[src/sv/assert_macros.svh]
// assertion macros for the halo bias evaluation unit
// expects a clock named aclk and an active-low reset named aresetn in scope
`ifndef ASSERT_MACROS_SVH
`define ASSERT_MACROS_SVH

// implication in the same cycle, off while in reset
`define EHB_ASSERT(lbl, ante, cons, msg) \
    lbl: assert property (@(posedge aclk) disable iff (!aresetn) (ante) |-> (cons)) \
        else $error(msg);

// implication in the next cycle, also checked through reset
`define EHB_ASSERT_NEXT(lbl, ante, cons, msg) \
    lbl: assert property (@(posedge aclk) (ante) |=> (cons)) else $error(msg);

`endif

[src/sv/ehb_pkg.sv]
// shared types, constants and constant functions for the halo bias unit
// no dependencies
`timescale 1ns / 1ps

package ehb_pkg;

    localparam int LOG_W   = 40;   // signed q.24 log values
    localparam int LIN_W   = 61;   // unsigned q.32 linear values, capped at 2^60
    localparam int STEPS   = 24;   // fraction bits of a log
    localparam int LOG_LAT = STEPS + 1;
    localparam int EXP_LAT = STEPS + 2;
    localparam int DIV_LAT = 33;

    localparam logic [28:0] Q28_ONE = 29'h1000_0000;

    localparam logic [1:0] ST_OK      = 2'd0;
    localparam logic [1:0] ST_SAT     = 2'd1;
    localparam logic [1:0] ST_INVALID = 2'd2;

    localparam logic [1:0] REG_DC = 2'd0;
    localparam logic [1:0] REG_A  = 2'd1;
    localparam logic [1:0] REG_B  = 2'd2;
    localparam logic [1:0] REG_C  = 2'd3;

    localparam logic [31:0] RST_DC = 32'd452582179;
    localparam logic [31:0] RST_A  = 32'd189783867;
    localparam logic [31:0] RST_B  = 32'd134217728;
    localparam logic [28:0] RST_C  = 29'd161061274;

    typedef struct packed {
        logic             cap;
        logic [LIN_W-1:0] val;
    } exp_out_t;

    typedef struct packed {
        logic             cap1;
        logic             cap2;
        logic [LIN_W-1:0] t1;
        logic [LIN_W-1:0] t2;
    } term_t;

    // floor square root, bit by bit
    function automatic logic [63:0] isqrt64(input logic [63:0] v);
        logic [63:0] x;
        logic [63:0] res;
        logic [63:0] bt;
        x   = v;
        res = 64'd0;
        for (int k = 0; k < 32; k++) begin
            bt = 64'd1 << (62 - 2 * k);
            if (x >= res + bt) begin
                x   = x - (res + bt);
                res = (res >> 1) + bt;
            end else begin
                res = res >> 1;
            end
        end
        return res;
    endfunction

    // q1.30 factor 2^(2^-i), each from the previous one
    function automatic logic [30:0] exp_fac(input int i);
        logic [63:0] fac;
        fac = 64'd1 << 31;
        for (int j = 1; j <= i; j++) begin
            fac = isqrt64(fac << 30);
        end
        return fac[30:0];
    endfunction

endpackage

[src/sv/ehb_div.sv]
// pipelined restoring divider, (num << 32) / den with num not above den
// uses ehb_pkg
`timescale 1ns / 1ps

module ehb_div import ehb_pkg::*; (
    input  logic        aclk,
    input  logic        en,
    input  logic [30:0] num,
    input  logic [30:0] den,
    output logic [32:0] quo
);

    localparam int NSTG = DIV_LAT - 1;

    logic [30:0] rem_reg [0:NSTG];
    logic [30:0] den_reg [0:NSTG];
    logic [32:0] q_reg   [0:NSTG];
    logic [30:0] rem_next [1:NSTG];
    logic        bit_next [1:NSTG];

    for (genvar g = 1; g <= NSTG; g++) begin : g_step
        logic [31:0] r2;
        assign r2 = {rem_reg[g-1], 1'b0};
        assign bit_next[g] = (r2 >= {1'b0, den_reg[g-1]});
        assign rem_next[g] = bit_next[g] ? 31'(r2 - {1'b0, den_reg[g-1]}) : r2[30:0];
    end

    always_ff @(posedge aclk) begin
        if (en) begin
            // top quotient bit set when num is not below den
            rem_reg[0] <= (num >= den) ? 31'(num - den) : num;
            den_reg[0] <= den;
            q_reg[0]   <= {(num >= den), 32'd0};
            for (int i = 1; i <= NSTG; i++) begin
                rem_reg[i] <= rem_next[i];
                den_reg[i] <= den_reg[i-1];
                q_reg[i]   <= q_reg[i-1] | (33'(bit_next[i]) << (NSTG - i));
            end
        end
    end

    assign quo = q_reg[NSTG];

endmodule

[config.mk]
export PLATFORM = sky130hd
export DESIGN_NAME = ehb_div
export DESIGN_NICKNAME = d
export VERILOG_FILES = /design/src/sv/assert_macros.svh /design/src/sv/ehb_pkg.sv /design/src/sv/ehb_div.sv
export SDC_FILE = /design/constraint.sdc
export NUM_CORES = 2
export LEC_CHECK = 0
export ABC_AREA = 0
export BUFFER_PORTS_ARGS = -buffer_cell sky130_fd_sc_hd__buf_2
export CAP_MARGIN = 20
export CORE_ASPECT_RATIO = 1.75
export CORE_MARGIN = 2
export CORE_UTILIZATION = 44
export CTS_BUF_LIST = sky130_fd_sc_hd__clkbuf_4
export DETAILED_ROUTE_END_ITERATION = 10
export PLACE_DENSITY = 0.71
export SYNTH_ARGS = -nofsm -noshare
export SYNTH_HDL_FRONTEND = slang
export SYNTH_SLANG_ARGS = --single-unit
export TNS_END_PERCENT = 50
[constraint.sdc]
create_clock -name aclk -period 3.98 [get_ports aclk]
set_clock_uncertainty 0.15 [all_clocks]
set_input_delay 0.398 -clock aclk [delete_from_list [all_inputs] [get_ports aclk]]
set_output_delay 0.398 -clock aclk [all_outputs]
set_load 0.005 [all_outputs]
# Word-level counts from Yosys, hierarchy flattened
# Memory sizes are Yosys's and may differ from the RTL's.
# Cells that the tools add are included.
[word_totals] mem_count=3 out_inout_bits=33 input_bits=64 register_bits=0 wordCells=136 mem_bits_rw=3135
[op_classes] bitwise=32 add_sub_neg=33 n_mux=35 n_lt_le_gt_ge=33
[memory_table] name="q_reg" words=33 word_bits=33 read_ports=33 rd_clocked_by_memory_dff=0 write_ports=33 line_no="ehb_div.sv:17" rtl="logic [32:0] q_reg [0:NSTG];"
[memory_table] name="den_reg" words=33 word_bits=31 read_ports=32 rd_clocked_by_memory_dff=0 write_ports=33 line_no="ehb_div.sv:16" rtl="logic [30:0] den_reg [0:NSTG];"
[memory_table] name="rem_reg" words=33 word_bits=31 read_ports=32 rd_clocked_by_memory_dff=0 write_ports=33 line_no="ehb_div.sv:15" rtl="logic [30:0] rem_reg [0:NSTG];"
[op_table] cell=">= comparator 32 x 31 -> 1 bit" n=32
[op_table] cell="two-way mux 31 bit" n=33
[op_table] cell="subtractor 31 bit" n=33
[op_table] cell="bitwise OR 33 x 1 -> 33 bit" n=1
[op_table] cell="bitwise OR 33 x 10 -> 33 bit" n=1
[op_table] cell="bitwise OR 33 x 11 -> 33 bit" n=1
[op_table] cell="bitwise OR 33 x 12 -> 33 bit" n=1
[op_table] cell="bitwise OR 33 x 13 -> 33 bit" n=1
[op_table] cell="bitwise OR 33 x 14 -> 33 bit" n=1
[op_table] cell="bitwise OR 33 x 15 -> 33 bit" n=1
[op_table] cell="bitwise OR 33 x 16 -> 33 bit" n=1
[op_table] cell="bitwise OR 33 x 17 -> 33 bit" n=1
[op_table] cell="bitwise OR 33 x 18 -> 33 bit" n=1
[op_table] cell="bitwise OR 33 x 19 -> 33 bit" n=1
[op_table] cell="bitwise OR 33 x 2 -> 33 bit" n=1
[op_table] cell="bitwise OR 33 x 20 -> 33 bit" n=1
[op_table] cell="bitwise OR 33 x 21 -> 33 bit" n=1
[op_table] cell="bitwise OR 33 x 22 -> 33 bit" n=1
[op_table] cell="bitwise OR 33 x 23 -> 33 bit" n=1
[op_table] cell="bitwise OR 33 x 24 -> 33 bit" n=1
[op_table] cell="bitwise OR 33 x 25 -> 33 bit" n=1
[op_table] cell="bitwise OR 33 x 26 -> 33 bit" n=1
[op_table] cell="bitwise OR 33 x 27 -> 33 bit" n=1
[op_table] cell="bitwise OR 33 x 28 -> 33 bit" n=1
[op_table] cell="other kinds (13)" n=14

# Logic depth before layout (Yosys ltp)
# An unclocked memory read counts as a cell.
[depth] depth_word=3 ltp_mapped=16 depth_no_buf=15

# Worst setup path before layout
# No wires, ideal clock.
[synth_path] path_kind="register -> register" from="mem rem_reg[30][0], in the netlist rem_reg[0][930]" to="mem rem_reg[31][29], in the netlist rem_reg[0][990], data pin" slack_ps=134 setup_time_ps=262 arrival_ps=3434 synth_period_minus_slack_ps=3846 path_buffers=1 stages_incl_launch_ff=14 required_ps=3568 path_cell_list="edfxtp_1 fa_1 a21o_1 a21o_1 a2111oi_4 o31ai_1 a221o_1 a221o_1 o21ai_1 nand2_1 a41oi_2 buf_4 inv_2 mux2_1"
[synth_lines] item="start, declared" line_no="ehb_div.sv:15"

==> metrics <==
status finished, violations left; failing checks setup timing; Critical Path Fanout Max 6; most frequent cells after synthesis 2,545 x edfxtp_1, 1,281 x inv_1, 1,067 x a21oi_1, 1,022 x ha_1, 798 x nand2_1; fill count 27,100; Clock Latency Late Sink around 1.5 ns; First-pass DRT Iterations 6; post-synthesis cell count 12,069; Vert. Die Dim around 750 um; cell taking the most area after synthesis edfxtp_1; max-slew violations 0; detailed-route DRC error count 0; total grt overflow 0; Routed WL around 370,000 um; post-synthesis area per instance approximately 12 um^2; final hold violations 0; r2r setup slk -0.11 ns; # H-tree levels 6; PortBufs between 90 and 100; CTS clock-pin slew for the worst setup and hold paths about 0.080 ns; drt wl/cell a little over 20 um; startpoint types input port; first-pass GRT wire length 551,000 um; number of global-route vias before repair about 110k; clock root buffer master clkbuf_4; Tmin final 4.09 ns; multi-input logic area just under 60,000 um^2; # rows 272; Initial Util around 44%; CTS tree built; CTS Buffer Depth 4; unrepaired setup endpoints after global routing yes; antenna viol nets, final 0; share of the synthesized area in the top cell type around 55%; routing usage on met2 47.3%; M1 GR Usage between 10% and 20%; core footprint roughly 310,000 um^2; WP data required around 5.1 ns; Hold WC Path Type input port to flip-flop; Crit. End Element flip-flop; WP data arrival between 5 and 6 ns; Pwr Total 137,000 uW; synth top area cells edfxtp_1 55%, ha_1 9.2%, a21oi_1 3.8%; net count reported at finish ~15,000; Worst Setup Slack, final -0.113 ns; die area about 320,000 um^2; register bit count reported by yosys 2,545; YS warnings 0; IO Count 97; largest net degree at the start of global routing 159; global route hottest layer met2; Die Width ~430 um; Seq/Total Area, Yosys between 50 and 60%; area of placed instances 152,000 um^2; Post-synth EDFFs about 2,500; slew at the pin with the worst max-slew slack about 1.1 ns; Fmax achieved ~240 MHz; Static Leak between 0.06 and 0.07 uW; maximum VDD drop around 0.35 mV; PwrDens 835 nW/um^2; CTS sink cnt roughly 2,500; final setup fails 26; M3 GR Usage around 3.5%; Mapped Nets between 10,000 and 15,000; hold slack final approximately 0.095 ns; initial antenna violation count 8; DRT iter0 DRCs about 4,500; Synth cell types 90; RePlAce Congestion ~0.95; Post-Synthesis Cell Area 139,000 um^2; relative slew slack 27.6%; Crit Path Category input port to flip-flop; DR vias/cell roughly 5.4; TritonCTS Buffers 609; Reg area approximately 76,000 um^2; Async SR Flop Fraction 0%; Vias about 100k; post-route cell area about 160,000 um^2; most used flip-flop cell after synthesis edfxtp_1; All-Layer GR Usage between 20% and 30%; area delta synth->final 18.2%; share of cells above drive strength 1 around 20%; Finished Core Util 52.3%; hpwl dp 273,000 um; fin crit share 103%; most common cell in the netlist edfxtp_1; MaxCap Viol Count 0
-- placed cells by master (no fill, tap or decap), drive strengths merged, types with 129 or more instances in the layout --
master	count
xnor2	520
xor2	336
dlygate4sd3	167
edfxtp	2545
inv	1295
mux2	352
o21ai	758
a21o	493
nand3	190
o21bai	133
nand4	155
clkbuf	857
nand2	798
nor2	700
o21a	129
ha	1022
a21oi	1067
clkinv	166
buf	1258
-- cell families (layout without fill, tap and decap cells) --
| kind of cell | Yosys count | after routing | share of synthesized area [%] |
|---|---|---|---|
| compound gates | 3183 | 3183 | 14.2 |
| xor+xnor | 856 | 856 | 5.40 |
| fa+ha+maj | 1054 | 1054 | 9.67 |
| buf+inv | 1570 | 3771 | 4.36 |
| flops | 2545 | 2545 | 55.1 |
| mux | 362 | 362 | 2.93 |
| other cells | 0 | 13 | 0 |
| simple gates | 2499 | 2499 | 8.41 |
-- path summary, 6_finish.rpt --
path / start / to / cells past startpoint
setup / recovery: den[25] / rem_reg[0][7]$_DFFE_PP_ / 17
hold / removal: den[0] / rem_reg[0][0]$_DFFE_PP_ / 4
setup reg to reg: den_reg[0][931]$_DFFE_PP_ / rem_reg[0][990]$_DFFE_PP_ / 15
hold reg to reg: q_reg[0][841]$_DFFE_PP_ / q_reg[0][874]$_DFFE_PP_ / 0
-- power by group --
part	internal [uW]	switching [uW]	leakage, uW	total [uW]
combinational	33000	39000	0.0394	71900
sequential	39800	3810	0.0249	43600
clock	10500	10800	0.00443	21300
-- metal layers --
layer / up-vias / part of all wire [%]
li1: 47954 / -
met1: 47782 / 24
met2: 2711 / 59
met3: 1715 / 3.4
met4: 0 / 13
met5: - / 0
-- repair_timing --
action	in CTS	in global routing
hold buffers	169	3
setup buffers	44	56
setup endpoints to repair	370	458
endpoints found under the hold margin	2608	3
pin swaps	65	95
resized for setup	174	230
gates cloned	12	8
-- per-stage QoR --
stage / TNS, ns / cells / setup slack [ns]
global placement: -36.82 / 17048 / -0.477
floorplan: 0 / 12069 / 0.134
global route: -6.70 / 18383 / -0.260
CTS: -0.807 / 18324 / -0.124
detailed placement: -48.52 / 17048 / -0.472
finish: -1.40 / 18393 / -0.113
-- worst max-delay path, stage by stage --
cell and delay (ns):
dlygate4sd3_1 0.52, dlygate4sd3_1 0.56, buf_2 0.11, dlygate4sd3_1 0.57, inv_1 0.05, ha_1 0.44, nand2_2 0.22, nor3_1 0.28
nand3_1 0.19, o31a_1 0.34, o21ai_0 0.16, o21a_4 0.23, buf_12 0.12, clkbuf_16 0.16, nor2_1 0.05, dlygate4sd3_1 0.59
a21oi_1 0.22
-- cell type report --
type                            instances  area share [%]
Inverter                             1283            2.94
Sequential cell                      2545            46.6
Tap cell                             4110            3.14
Multi-Input combinational cell       7954            35.2
Timing Repair Buffer                 1436            7.53
Clock buffer                          849            3.89
Clock inverter                        203           0.699
Antenna cell                           13          0.0198
(Power assumes the default switching activity.)
